## config.mk

```make
export PLATFORM = sky130hd
export DESIGN_NAME = rccs_cell
export DESIGN_NICKNAME = d
export VERILOG_FILES = /design/src/rtl/rccs_pkg.sv /design/src/rtl/rccs_cell.sv
export SDC_FILE = /design/constraint.sdc
export NUM_CORES = 1
export LEC_CHECK = 0
export BUFFER_PORTS_ARGS = -buffer_cell sky130_fd_sc_hd__buf_2
export CELL_PAD_IN_SITES_DETAIL_PLACEMENT = 0
export CELL_PAD_IN_SITES_GLOBAL_PLACEMENT = 1
export CORE_AREA = 2 2 237 239
export CTS_BUF_LIST = sky130_fd_sc_hd__clkbuf_8
export CTS_CLUSTER_SIZE = 8
export DETAILED_ROUTE_END_ITERATION = 10
export DIE_AREA = 0 0 239 241
export HOLD_SLACK_MARGIN = 0.08
export PLACE_DENSITY_LB_ADDON = 0.25
export SLEW_MARGIN = 20
export SYNTH_ARGS = -nofsm -noshare
export SYNTH_HDL_FRONTEND = slang
export SYNTH_SLANG_ARGS = --single-unit
export TNS_END_PERCENT = 5
```

## constraint.sdc

```tcl
create_clock -name clk -period 22 [get_ports clk]
set_input_delay 2.2 -clock clk [delete_from_list [all_inputs] [get_ports clk]]
set_output_delay 2.2 -clock clk [all_outputs]
set_load 0.01 [all_outputs]
```

## src/rtl/rccs_pkg.sv

```systemverilog
`timescale 1ns / 1ps
// Shared types and constants for the clique select unit.
package rccs_pkg;

  localparam int COORD_W  = 20;
  localparam int PACK_W   = 3 * COORD_W;
  localparam int DIFF_W   = COORD_W + 1;
  localparam int SQ_W     = 2 * DIFF_W;
  localparam int SUM_W    = SQ_W + 2;
  localparam int ROOT_W   = SUM_W / 2;
  localparam int REM_W    = ROOT_W + 1;
  localparam int IDX_W    = 6;
  localparam int CNT_W    = 7;
  localparam int ROW_W    = 64;
  localparam int DIST_LAT = 3 + ROOT_W;

  localparam logic [COORD_W-1:0] DELTA_RESET = 20'd205;

  typedef logic [IDX_W-1:0] idx_t;

  typedef struct packed {
    logic signed [COORD_W-1:0] point_a_x;
    logic signed [COORD_W-1:0] point_a_y;
    logic signed [COORD_W-1:0] point_a_z;
    logic signed [COORD_W-1:0] point_b_x;
    logic signed [COORD_W-1:0] point_b_y;
    logic signed [COORD_W-1:0] point_b_z;
    logic                      last_match;
  } in_item_t;

  typedef struct packed {
    idx_t inlier_index;
    logic last_inlier;
    logic overflowed;
  } out_item_t;

  typedef struct packed {
    logic [PACK_W-1:0] a;
    logic [PACK_W-1:0] b;
    logic [ROW_W-1:0]  row;
    logic [CNT_W-1:0]  deg;
    idx_t              tag;
    logic              cand;
  } cell_data_t;

  typedef struct packed {
    logic hit;
    idx_t tag;
    idx_t col;
  } cell_upd_t;

  typedef struct packed {
    logic       en;
    cell_data_t data;
  } cell_load_t;

  typedef enum logic [2:0] {
    ST_IDLE,
    ST_CMP,
    ST_DRAIN,
    ST_STORE,
    ST_SCAN,
    ST_EMIT
  } state_t;

endpackage

```

## src/rtl/rccs_cell.sv

```systemverilog
`timescale 1ns / 1ps
// One ring cell: holds a stored match, its consistency row and degree.
module rccs_cell #(
  parameter rccs_pkg::idx_t HOME = '0
) (
  input  logic                 clk,
  input  logic                 rst,
  input  logic                 shift,
  input  rccs_pkg::cell_data_t nb,
  input  rccs_pkg::cell_load_t load,
  input  rccs_pkg::cell_upd_t  upd,
  output rccs_pkg::cell_data_t q_out
);

  rccs_pkg::cell_data_t q;
  rccs_pkg::cell_data_t q_upd;

  // pair result lands on whichever cell currently holds the tagged match
  always_comb begin
    q_upd = q;
    if (upd.hit && upd.tag == q.tag) begin
      q_upd.row[upd.col] = 1'b1;
      q_upd.deg          = q.deg + 7'd1;
    end
  end

  assign q_out = q_upd;

  always_ff @(posedge clk) begin
    if (rst) begin
      q.tag <= HOME;
    end else if (shift) begin
      q <= nb;
    end else if (load.en && load.data.tag == q.tag) begin
      q <= load.data;
    end else begin
      q <= q_upd;
    end
  end

endmodule

```

# Yosys cells after proc, flatten, opt, wreduce, memory -nomap -nowiden
# Index checks and enable logic that the tools add are counted.
dict set report word_totals {
  word_cells 23
  regBits 198
  out_inout_bits 198
  inputBits 413
}
dict set report op_classes {
  mux 5
  add_sub_neg 1
  n_eq_ne 2
  n_lt_le_gt_ge 2
  n_bitwise 2
  reduce_logical 5
}
# cell n
set ops {}
lappend ops {{$mux 198} 2}
lappend ops {{$mux 71} 1}
lappend ops {{$or 64x64->64} 1}
lappend ops {{$eq 6x6->1} 2}
lappend ops {{$add 7x1->7 const B} 1}
lappend ops {{$lt 6x7->1 const B} 1}
lappend ops {{$demux 1 s6} 1}
lappend ops {{$ge 6x1->1 const B} 1}
lappend ops {{$logic_and 1x1->1} 3}
lappend ops {{$reduce_and 2->1} 1}
lappend ops {{$reduce_bool 2->1} 1}
lappend ops {{$mux 1} 1}
lappend ops {{$not 1->1} 1}

# Logic depth before layout (Yosys ltp)
dict set report logic_depth {
  ltp_word 8
  ltp_mapped 7
  ltp_nobuf 5
}

# Least setup slack after synthesis
# OpenSTA, ideal clock, no wires.
dict set report synth_path {
  path_type {input port to flip-flop}
  from {input port load[1] (netlist name)}
  to {register q (netlist bit q_out[0]), enable pin}
  path_slack_ps 13514
  arrival_time_ps 7883
  n_path_buf 1
  setup_ps 603
  stages 6
  t_required_ps 21397
  path_cell_list {xnor2_1 -> nand4_1 -> nor2_1 -> nor2_1 -> clkbuf_1 -> nor2_1}
}
dict set report synth_between {
  elab_chain_cells 4
}
# element line
set synth_rtl {}
lappend synth_rtl {{from (decl)} rccs_cell.sv:10} ;# input rccs_pkg::cell_load_t load,
lappend synth_rtl {{$eq 6x6->1} rccs_cell.sv:34} ;# end else if (load.en && load.data.tag == q.tag) begin
lappend synth_rtl {{$logic_and 1x1->1} rccs_cell.sv:34}
lappend synth_rtl {{$reduce_bool 2->1 (no source line)} n/a}
lappend synth_rtl {{$reduce_and 2->1 (no source line)} n/a}
lappend synth_rtl {{to (signal assigned)} rccs_cell.sv:33} ;# q <= nb;
lappend synth_rtl {{to (signal assigned)} rccs_cell.sv:35} ;# q <= load.data;
lappend synth_rtl {{to (signal assigned)} rccs_cell.sv:37} ;# q <= q_upd;
lappend synth_rtl {{to (decl)} rccs_cell.sv:15} ;# rccs_pkg::cell_data_t q;
# Every way passes these cells.
# A chain may end at the register's enable or synchronous reset.

==> results.yml <==
placement:
  place_congestion: 0.810
  port_buffers: 610
  hpwl_mm: 35.2
  dp_slack_ns: 15.38
clock_network:
  hold_buffers: 0
  h-tree-depth: 4
  clk-insertion-delay-late_ns: 0.56
  postCtsSetupRepairBufs: 0
  clockBufferDepth: 2
  cts_resized: 0
  cts.clk_slew.worst_paths_ns: 0.11
  cts_tree: "yes"
  cts_buffers: 17
  numClockSinks: 198
  root_buffer: "clkbuf_8"
die:
  core_region_area_sq_um: 54900
  fp-row-count: 86
  dieArea_sq_um: 57600
  die_h_um: 241
  die_w_um: 239
  ios: 611
  initial_core_util_pct: 20.5
pwr:
  vdd.ir_drop.worst_uv: 33.2
  power_density_nw_per_um2: 58.1
  p_total_mw: 0.843
  p_leak_nw: 6.36
critical_path:
  rr_worst_depth: 8
  setup.worst_path.class: "in -> out"
  critPathRequiredTime_ns: 19.80
  cp-end-kind: "primary output"
  critPathSlowestCell: "nor4b_4"
  slowest_delay_ns: 0.82
  cp_common_cell: "buf_2"
  r2r_end: "q_out[182]"
  cp-start-kind: "primary input"
  r2r_setup_slack_ns: 18.03
  critPathMaxFanout: 22
  path_cells: "buf_2 -> xnor2_1 -> nand4_4 -> nor4b_4 -> a21oi_1 -> inv_1 -> buf_2"
  r2r_start: "q_out[2]"
  arrival_ns: 4.39
logic_synthesis:
  synthCells: 1207
  synth_seq_cells: 198
  synthesis.area_sq_um: 11200
  syn_nets: 1621
  ys_seq_area_share_pct: 52.4
  yosysWarnings: 0
  ys_types: 38
  synth_area_per_cell_sq_um: 9.31
drt:
  vias_per_cell: 4.26
  initialDrtViolationCount: 529
  routedWlPerCell_um: 19.8
  first_pass_iters: 4
  drc_errors: 0
  drt-total-wl_mm: 46.8
  antenna_left: 0
  num_vias: 10100
timing:
  hold_viol: 0
  fin_skew_ns: 0.0160
  tightestPinTransition_ns: 1.05
  final-max-slew-violation-count: 0
  setup_tns_ns: 0
  fin_crit_ns: 6.59
  max_slew_margin_pct: 29.8
  holdWs_ns: 0.584
  fmax_mhz: 152
  setup_viol: 0
  period_share_pct: 30.0
  setup_slack_ns: 15.41
  rsz0062_at_grt: "false"
global_route:
  grt_pass1_vias: 9922
  antenna_found_initial: 24
  grt.total_usage_pct: 15.8
  gr-total-overflow: 0
  grt_pass1_wl_mm: 65.7
  grt_max_degree: 171
finish:
  fin_nets: 2055
  area_growth_pct: 29.1
  drive_gt1_share_pct: 41.1
min_path:
  hold-path-endpoint: "q_out[3]"
  holdCritStartpoint: "q_out[3]"
  hold_depth: 2
  hp-class: "reg -> reg"
status:
  status: "complete, no violations"
job:
  drv_cap: 0
## layer usage
layer / routed length (um) / up-vias / track usage (%)
li1: - / 4931 / -
met1: 18300 / 4677 / 17.6
met2: 23200 / 390 / 27.8
met3: 4440 / 52 / 6.34
met4: 631 / 26 / 4.45
met5: 160 / - / 0
## cell usage after synthesis
master      n  area [sq um]
or4_1       2          15.0
buf_2       4          20.0
nand2_1   257           965
mux2i_1     6          60.1
nand2b_1    1          6.26
nand3_1     4          20.0
inv_1     130           488
clkinv_1    1          3.75
nor4b_2     2          30.0
nor4_4      5           106
edfxtp_1  192          5770
o31a_1      5          43.8
xnor2_1    12           105
a221oi_1   64           561
nor3b_1     2          15.0
or2_2       5          31.3
o31ai_1     7          52.6
a311oi_1    1          8.76
nor2_1     20          75.1
nor3_4      2          32.5
o21ai_0   121           606
clkbuf_1   70           263
nor4_1      6          37.5
a31o_2      1          8.76
nand4b_1    2          17.5
buf_6       1          11.3
nand4_1     3          18.8
a21oi_1    64           320
nor4_2      1          12.5
nor3_1     70           350
a211oi_1    2          15.0
nor4b_4     1          23.8
nand4_4     1          21.3
ha_1        1          12.5
buf_1       5          18.8
dfxtp_1     6           120
a21o_1      2          15.0
buf_4     128           961
## worst max-delay path: cells and delay by family
kind / cells / cell delay, ns
AO/OA/AOI/OAI: 1 / 0.23
XOR/XNOR: 1 / 0.25
buffers and inverters: 3 / 0.32
AND/OR/NAND/NOR: 2 / 1.35
## kinds of logic (layout without fill, tap and decap cells)
logic type | Yosys count | in the layout | synth area share (%)
xor gates and xnor gates | 12 | 12 | 0.935
DFF | 198 | 198 | 52.4
AOI/OAI and AO/OA | 267 | 267 | 14.5
buffers and inverters | 339 | 786 | 15.7
adders and majority gates | 1 | 1 | 0.111
other | 0 | 9 | 0
and+or+nand+nor | 384 | 384 | 15.8
muxes | 6 | 6 | 0.534
## power by group
part           switching [mW]  internal, mW  total [mW]
Combinational          0.0818        0.0592       0.141
Clock                   0.163        0.0953       0.259
Sequential            0.00640         0.437       0.443
## through the flow
step                instance area (sq um)  utilization, %  std cells
floorplan                           11200               -       1207
global placement                    14100            25.7       2326
detailed placement                  14100            25.7       2326
CTS                                 14500            26.4       2358
global route                        14500            26.4       2362
finish                              14500            26.4       2367
## cell type report
cell class                 count  area (sq um)
clock inverter                15           164
inverter                     131           493
sequential                   198          5890
timing repair buffer         623          3170
antenna                        9          22.5
tap                          704           881
multi-input combinational    670          3650
fill                        6082         40400
clock buffer                  17           234
## registers in the layout, indices dropped and copies added, names as in the netlist
register and count:
q_out 127, q 71
## how the worst max path moves through the flow
| stage | from | end | slack [ns] | cells past startpoint |
|---|---|---|---|---|
| final | upd[8] | q_out[21] | 15.41 | 7 |
| after global routing | upd[11] | q_out[21] | 15.24 | 7 |
| after CTS | upd[8] | q_out[21] | 15.37 | 7 |
| after detailed placement | upd[8] | q_out[21] | 15.38 | 7 |
| after global placement | upd[8] | q_out[18] | 15.39 | 7 |
| after floorplan | load[1] | q_out[0] | 13.51 | 6 |
## layout by cell type (no fill, tap or decap), drive strengths merged
| cell | instances |
|---|---|
| buf | 623 |
| nand2 | 257 |
| edfxtp | 192 |
| inv | 140 |
| o21ai | 121 |
| nor3 | 72 |
| a21oi | 64 |
| a221oi | 64 |
| nor2 | 20 |
| clkbuf | 17 |
| xnor2 | 12 |
| nor4 | 12 |
| diode | 9 |
| o31ai | 7 |
| mux2i | 6 |
| dfxtp | 6 |
| o31a | 5 |
| or2 | 5 |
| nand3 | 4 |
| nand4 | 4 |
| clkinv | 4 |
| nor4b | 3 |
| or4 | 2 |
| nand4b | 2 |
| a21o | 2 |
| a211oi | 2 |
| nor3b | 2 |
| nand2b | 1 |
| a31o | 1 |
| a311oi | 1 |
| ha | 1 |
| bufinv | 1 |
| clkinvlp | 1 |
No activity file was read; power rests on OpenSTA's default activity.
