==> src/rtl/rccs_pkg.sv <==
`timescale 1ns / 1ps
// Shared types and constants for the clique select unit.
package rccs_pkg;

  localparam int COORD_W  = 20;
  localparam int PACK_W   = 3 * COORD_W;
  localparam int DIFF_W   = COORD_W + 1;
  localparam int SQ_W     = 2 * DIFF_W;
  localparam int SUM_W    = SQ_W + 2;
  localparam int ROOT_W   = SUM_W / 2;
  localparam int REM_W    = ROOT_W + 1;
  localparam int IDX_W    = 6;
  localparam int CNT_W    = 7;
  localparam int ROW_W    = 64;
  localparam int DIST_LAT = 3 + ROOT_W;

  localparam logic [COORD_W-1:0] DELTA_RESET = 20'd205;

  typedef logic [IDX_W-1:0] idx_t;

  typedef struct packed {
    logic signed [COORD_W-1:0] point_a_x;
    logic signed [COORD_W-1:0] point_a_y;
    logic signed [COORD_W-1:0] point_a_z;
    logic signed [COORD_W-1:0] point_b_x;
    logic signed [COORD_W-1:0] point_b_y;
    logic signed [COORD_W-1:0] point_b_z;
    logic                      last_match;
  } in_item_t;

  typedef struct packed {
    idx_t inlier_index;
    logic last_inlier;
    logic overflowed;
  } out_item_t;

  typedef struct packed {
    logic [PACK_W-1:0] a;
    logic [PACK_W-1:0] b;
    logic [ROW_W-1:0]  row;
    logic [CNT_W-1:0]  deg;
    idx_t              tag;
    logic              cand;
  } cell_data_t;

  typedef struct packed {
    logic hit;
    idx_t tag;
    idx_t col;
  } cell_upd_t;

  typedef struct packed {
    logic       en;
    cell_data_t data;
  } cell_load_t;

  typedef enum logic [2:0] {
    ST_IDLE,
    ST_CMP,
    ST_DRAIN,
    ST_STORE,
    ST_SCAN,
    ST_EMIT
  } state_t;

endpackage

==> src/rtl/rccs_dist.sv <==
`timescale 1ns / 1ps
// Pipelined Euclidean distance: differences, squares, sum, digit-by-digit root.
module rccs_dist (
  input  logic                          clk,
  input  logic [rccs_pkg::PACK_W-1:0]   p,
  input  logic [rccs_pkg::PACK_W-1:0]   q,
  output logic [rccs_pkg::ROOT_W-1:0]   root
);

  localparam int CW = rccs_pkg::COORD_W;
  localparam int DW = rccs_pkg::DIFF_W;
  localparam int RW = rccs_pkg::ROOT_W;
  localparam int MW = rccs_pkg::REM_W;
  localparam int VW = rccs_pkg::SUM_W;

  logic [2:0][DW-1:0]             mag;
  logic [2:0][rccs_pkg::SQ_W-1:0] sq;
  logic [VW-1:0]                  sum;

  logic [VW-1:0] vs [RW];
  logic [MW-1:0] rs [RW];
  logic [RW-1:0] qs [RW];

  always_ff @(posedge clk) begin
    for (int k = 0; k < 3; k++) begin
      logic signed [DW-1:0] d;
      d = $signed({p[CW*k+CW-1], p[CW*k +: CW]}) - $signed({q[CW*k+CW-1], q[CW*k +: CW]});
      mag[k] <= d[DW-1] ? DW'(-d) : DW'(d);
    end
    for (int k = 0; k < 3; k++) begin
      sq[k] <= mag[k] * mag[k];
    end
    sum <= VW'(sq[0]) + VW'(sq[1]) + VW'(sq[2]);
  end

  for (genvar s = 0; s < RW; s++) begin : g_root
    logic [VW-1:0] v_in;
    logic [MW-1:0] r_in;
    logic [RW-1:0] q_in;
    logic [MW+1:0] rem_n;
    logic [MW+1:0] trial;

    if (s == 0) begin : g_first
      assign v_in = sum;
      assign r_in = '0;
      assign q_in = '0;
    end else begin : g_next
      assign v_in = vs[s-1];
      assign r_in = rs[s-1];
      assign q_in = qs[s-1];
    end

    assign rem_n = {r_in, v_in[VW-1 -: 2]};
    assign trial = {1'b0, q_in, 2'b01};

    always_ff @(posedge clk) begin
      vs[s] <= v_in << 2;
      if (rem_n >= trial) begin
        rs[s] <= MW'(rem_n - trial);
        qs[s] <= {q_in[RW-2:0], 1'b1};
      end else begin
        rs[s] <= MW'(rem_n);
        qs[s] <= {q_in[RW-2:0], 1'b0};
      end
    end
  end

  assign root = qs[RW-1];

endmodule

==> config.mk <==
export PLATFORM = sky130hd
export DESIGN_NAME = rccs_dist
export DESIGN_NICKNAME = d
export VERILOG_FILES = /design/src/rtl/rccs_pkg.sv /design/src/rtl/rccs_dist.sv
export SDC_FILE = /design/constraint.sdc
export NUM_CORES = 2
export LEC_CHECK = 0
export BUFFER_PORTS_ARGS = -buffer_cell sky130_fd_sc_hd__buf_2
export CAP_MARGIN = 20
export CELL_PAD_IN_SITES_DETAIL_PLACEMENT = 2
export CELL_PAD_IN_SITES_GLOBAL_PLACEMENT = 2
export CORE_MARGIN = 10
export CORE_UTILIZATION = 38
export CTS_CLUSTER_SIZE = 28
export DETAILED_ROUTE_END_ITERATION = 8
export GPL_ROUTABILITY_DRIVEN = 0
export PLACE_DENSITY = 0.88
export SYNTH_ARGS = -nofsm -noshare
export SYNTH_HDL_FRONTEND = slang
export SYNTH_SLANG_ARGS = --single-unit
==> constraint.sdc <==
create_clock -name clk -period 7.6 [get_ports clk]
set_input_delay 0 -clock clk [delete_from_list [all_inputs] [get_ports clk]]
set_output_delay 0 -clock clk [all_outputs]
set_load 0.005 [all_outputs]
# Yosys cells after proc, flatten, opt, wreduce, memory -nomap -nowiden

Memory sizes are Yosys's and may differ from the RTL's.
Cells that the tools add are included.

Order comparisons: 22
Shift-type cells: 0
Equality and inequality tests: 0
Bitwise gates (word level): 44
Divide/modulo/power cells: 0
Multiplexer cells: 113
Reductions and logical operators: 0
$add $sub $neg: 30
Multipliers: 3

Operator list:

| kind                | number |
|---|---|
| $ge 25x24->1        | 21 |
| $mux 23             | 22 |
| $mux 22             | 22 |
| $sub 23x23->23      | 21 |
| $mul 21x21->42      | 3 |
| $mux 1              | 66 |
| $neg 21->21         | 3 |
| $sub 20x20->21      | 3 |
| $mux 20             | 3 |
| $add 43x42->44      | 1 |
| $or 1x1->1          | 44 |
| $add 42x42->43      | 1 |
| $sub 2x1->3 const B | 1 |
| $ge 2x1->1 const B  | 1 |

Latch bits: 0
Bits in registers: 233
Logic and storage cells: 225
Memories kept: 3
RAM bits: 1,914
Output and inout port bits: 22
Bits in read-only memories: 0
Input bits: 121

Memory list:

| memory | words | width | read ports | clocked after memory_dff | wr ports | line            | text |
|---|---|---|---|---|---|---|---|
| vs     | 22    | 42    | 21         | 0                        | 22       | rccs_dist.sv:20 | `logic [VW-1:0] vs [RW];` |
| rs     | 22    | 23    | 21         | 0                        | 22       | rccs_dist.sv:21 | `logic [MW-1:0] rs [RW];` |
| qs     | 22    | 22    | 22         | 0                        | 22       | rccs_dist.sv:22 | `logic [RW-1:0] qs [RW];` |

# Depth between registers and ports, before layout

An unclocked memory read counts as a cell.

Depth in word-level cells: 5
Mapped depth: 29
Mapped depth without buffers: 28

# Worst setup path after synthesis

Ideal clock, no wire load.

Path type: reg-to-reg
From: register mag[29] in the netlist's numbering
To: register sq[80] in the netlist's numbering
Setup slack: 0.421 ns
Setup time: 0.058 ns
Arrival time: 7.122 ns
Cell stages (with the launch flop): 30
Buffers on the path: 1
Required time: 7.542 ns
Cell sequence: dfxtp_1 -> clkbuf_1 -> and2_1 -> inv_1 -> fa_1 -> inv_1 -> fa_1 -> inv_1 -> fa_1 -> inv_1 -> fa_1 -> inv_1 -> fa_1 -> inv_1 -> fa_1 -> inv_1 -> fa_1 -> inv_1 -> ha_1 -> a21o_1 -> a21o_1 -> a21oi_2 -> a32oi_2 -> a221o_2 -> a221oi_2 -> a2111oi_1 -> o31a_1 -> o21a_1 -> nor4b_2 -> a211o_1

Longest elaborated chain between the ends: 1

RTL lines:

| item                            | line            | text |
|---|---|---|
| start, declared                 | rccs_dist.sv:16 | `logic [2:0][DW-1:0] mag;` |
| start signal, assigned by index | rccs_dist.sv:28 | `mag[k] <= d[DW-1] ? DW'(-d) : DW'(d);` |
| $mul 21x21->42                  | rccs_dist.sv:31 | `sq[k] <= mag[k] * mag[k];` |
| end signal, assigned by index   | rccs_dist.sv:31 |  |
| end, declared                   | rccs_dist.sv:17 | `logic [2:0][rccs_pkg::SQ_W-1:0] sq;` |

No other way between the ends.
A chain may end at the register's enable or synchronous reset.

# Worst setup path after layout

From: register mag[14] in the netlist's numbering
To: register sq[40] in the netlist's numbering

The elaborated chain is that of the path after synthesis.

==> results.json <==
{
  "outcome": "finished, violations left",
  "violations": "capacitance limit, slew limit, setup timing",
  "grt.busiest_layer": "met2",
  "synthCells": 9246,
  "min_period_ns": 9.63,
  "grt_max_degree": 44,
  "maxSlewViolCount": 5,
  "layout_setup_ws_ns": -2.03,
  "cp.arrival_ns": 10.37,
  "slew_headroom_pct": -39.5,
  "r2r_cells": 25,
  "use_met2_pct": 58.9,
  "die_w_microns": 507,
  "wl_per_cell_microns": 39.5,
  "cts_made_buffers": 151,
  "r2r-start": "mag[14]",
  "hold_slack_ns": 0.0174,
  "cts_sinks": 1398,
  "grt_first_pass_wirelength_microns": 645000,
  "grt_use_met3_pct": 10.1,
  "path_buf_inv": 6,
  "seq_area_frac_synth_pct": 31.1,
  "pre_cts_slack_ns": -0.677,
  "synth_nets": 11200,
  "cp_slowest_stage_delay_ns": 0.88,
  "hold_class": "input port to flop",
  "path_max_fanout": 21,
  "areaGrowthSynthToFinish_pct": 14.8,
  "netlist_area_sq_um": 90100,
  "drc_errors": 0,
  "most-common-layout-cells": "inv_1, dfxtp_1, fa_1",
  "dieHeight_microns": 507,
  "synth_ff_type": "dfxtp_1",
  "avgViaCountPerCell": 6.23,
  "cts_root_buf": "clkbuf_16",
  "worst_pin_slew_ns": 2.08,
  "path_delay_family": "adder cells",
  "hold_path_depth": 6,
  "post-dp-hpwl_microns": 250000,
  "postSynthAreaPerCell_sq_um": 9.75,
  "grtUsageMet1_pct": 31.3,
  "dieArea_sq_um": 257000,
  "critPathLaunchType": "flop",
  "clkTransAtPathRegs_ns": 0.07,
  "cap_viol_max_count": 3,
  "drtIter0Drc": 7772,
  "hold_viol": 0,
  "synth_cell_types": 99,
  "drive_above_1_share_pct": 10.3,
  "grt-ovfl-total": 0,
  "core.rowCount": 178,
  "yosysWarnings": 0,
  "coreArea_sq_um": 236000,
  "r2r-end": "sq[40]",
  "nets": 11600,
  "ys_ff_latch": 1398,
  "ff2ff_setup_slack_ns": -2.03,
  "num_vias": 80700,
  "required_ns": 8.34,
  "final_common_cell": "inv_1",
  "initial_core_util_pct": 38.2,
  "crit_slowest_cell": "fa_1",
  "hp-start": "q[19]",
  "async_flop_share_pct": 0,
  "ant_nets": 0,
  "whs_endpoint": "mag[15]",
  "end_kind": "flop",
  "cts_max_path_buffers": 3,
  "wl_microns": 512000,
  "grt_pass1_vias": 90500,
  "finClkSkew_ns": 0.0674,
  "crit_top_cell": "fa_1",
  "antenna_found_initial": 73,
  "insertion_delay_ns": 0.91,
  "finalSetupViolCount": 75,
  "htreeDepth": 4,
  "rsz0062_at_grt": "yes",
  "critPathKind": "flop to flop",
  "timing.fmax_mhz": 104,
  "grtUsageTotal_pct": 33.7,
  "first_pass_iters": 8,
  "io-pin-count": 143,
  "period_share_pct": 127,
  "port_buffers": 142,
  "cts_tree": "yes",
  "synth_edf_count": 0
}
-- kinds of logic (layout without fill, tap and decap cells) --
| family | after synthesis | count (layout) | synth area share [%] |
|---|---|---|---|
| flip-flops | 1398 | 1398 | 31.1 |
| AO/OA/AOI/OAI | 1337 | 1337 | 9.52 |
| AND/OR/NAND/NOR | 2109 | 2109 | 11.4 |
| buffers and inverters | 1919 | 2444 | 8.02 |
| other | 1 | 35 | 0.00416 |
| XOR/XNOR | 617 | 617 | 6.00 |
| multiplexers | 47 | 47 | 0.580 |
| adder cells (fa/ha/maj) | 1818 | 1818 | 33.4 |
-- worst min-delay path, stage by stage --
cell and delay [ns]:
buf_2 0.11, inv_1 0.07, ha_1 0.18, a31oi_2 0.15, a21oi_1 0.16, xor2_1 0.15
-- area by class of cell --
type,instances,area (sq um)
timing repair buffer,448,3640
clock buffer,209,4260
tap,3150,3940
sequential,1398,28100
antenna,34,85.1
multi-input combinational,5929,56000
fill,24600,132000
inverter,1721,6500
clock inverter,66,920
-- per-layer routing --
| metal | up-vias | part of all wire [%] |
|---|---|---|
| met5 | - | 0.12 |
| met4 | 66 | 13 |
| met3 | 3859 | 11 |
| met2 | 6608 | 46 |
| met1 | 39900 | 31 |
| li1 | 30200 | - |
-- worst max-delay path by stage --
| stage | startpoint | end | slack [ns] | depth (start not counted) |
|---|---|---|---|---|
| after global routing | mag[14] | sq[40] | -1.74 | 25 |
| after global placement | mag[26] | sq[83] | 0.15 | 27 |
| after floorplan | mag[29] | sq[80] | 0.42 | 29 |
| final | mag[14] | sq[40] | -2.03 | 25 |
| after CTS | mag[26] | sq[80] | 0.0004 | 29 |
| after detailed placement | mag[2] | sq[40] | -0.68 | 25 |
-- per-stage QoR --
stage / util (%) / cells / setup TNS, ns / instance area, sq um
after floorplan: - / 9246 / 0 / 90100
after detailed placement: 40.2 / 12400 / -3.35 / 94800
after global routing: 43.9 / 12900 / -53.48 / 103000
final: 43.9 / 13000 / -64.03 / 103000
after CTS: 43.2 / 12800 / 0 / 102000
after global placement: 40.2 / 12400 / 0 / 94800
-- cells in the mapped netlist (all sizes together), types with 9 or more instances --
| cell type | count | area share [%] |
|---|---|---|
| nand4b | 9 | 0.087 |
| a211oi | 19 | 0.16 |
| o21ai | 281 | 1.6 |
| nor2b | 82 | 0.57 |
| nand2b | 96 | 0.67 |
| inv | 1721 | 7.2 |
| a21o | 202 | 1.7 |
| ha | 838 | 12 |
| a211o | 12 | 0.12 |
| nor4 | 61 | 0.43 |
| nand2 | 676 | 2.8 |
| xor2 | 250 | 2.4 |
| nand3 | 74 | 0.41 |
| a31oi | 43 | 0.30 |
| o21bai | 42 | 0.35 |
| dfxtp | 1398 | 31 |
| and3 | 28 | 0.20 |
| or3 | 52 | 0.36 |
| mux2 | 42 | 0.52 |
| nor2 | 439 | 1.8 |
| a2111oi | 13 | 0.17 |
| nand4 | 65 | 0.45 |
| clkbuf | 181 | 0.75 |
| nor3 | 147 | 0.82 |
| fa | 980 | 22 |
| o21a | 101 | 0.84 |
| o31a | 14 | 0.14 |
| xnor2 | 367 | 3.6 |
| a21oi | 437 | 2.5 |
| o31ai | 33 | 0.28 |
| a221o | 10 | 0.11 |
| or4 | 14 | 0.12 |
| o211ai | 20 | 0.17 |
| a21boi | 22 | 0.19 |
| or2 | 38 | 0.26 |
| buf | 17 | 0.093 |
| and2 | 284 | 2.0 |
| o41ai | 13 | 0.19 |
| nor3b | 10 | 0.083 |
-- state kept, by name (all words and copies together), names as in the netlist --
register,cells
mag,63
qs,253
vs,462
sq,123
g_root.v_in,44
rs,453
-- what timing repair did --
item | 4_1_cts | 5_1_grt
gates resized for setup | 137 | 327
pin swaps | 31 | 113
hold buffers | 121 | 0
endpoints found under the hold margin | 58 | 0
setup endpoints to repair | 49 | 60
buffers inserted | 16 | 62
Power is left out: the tool's default activity adds up to more than one toggle a clock period on the data nets, which glitch-free logic cannot reach.
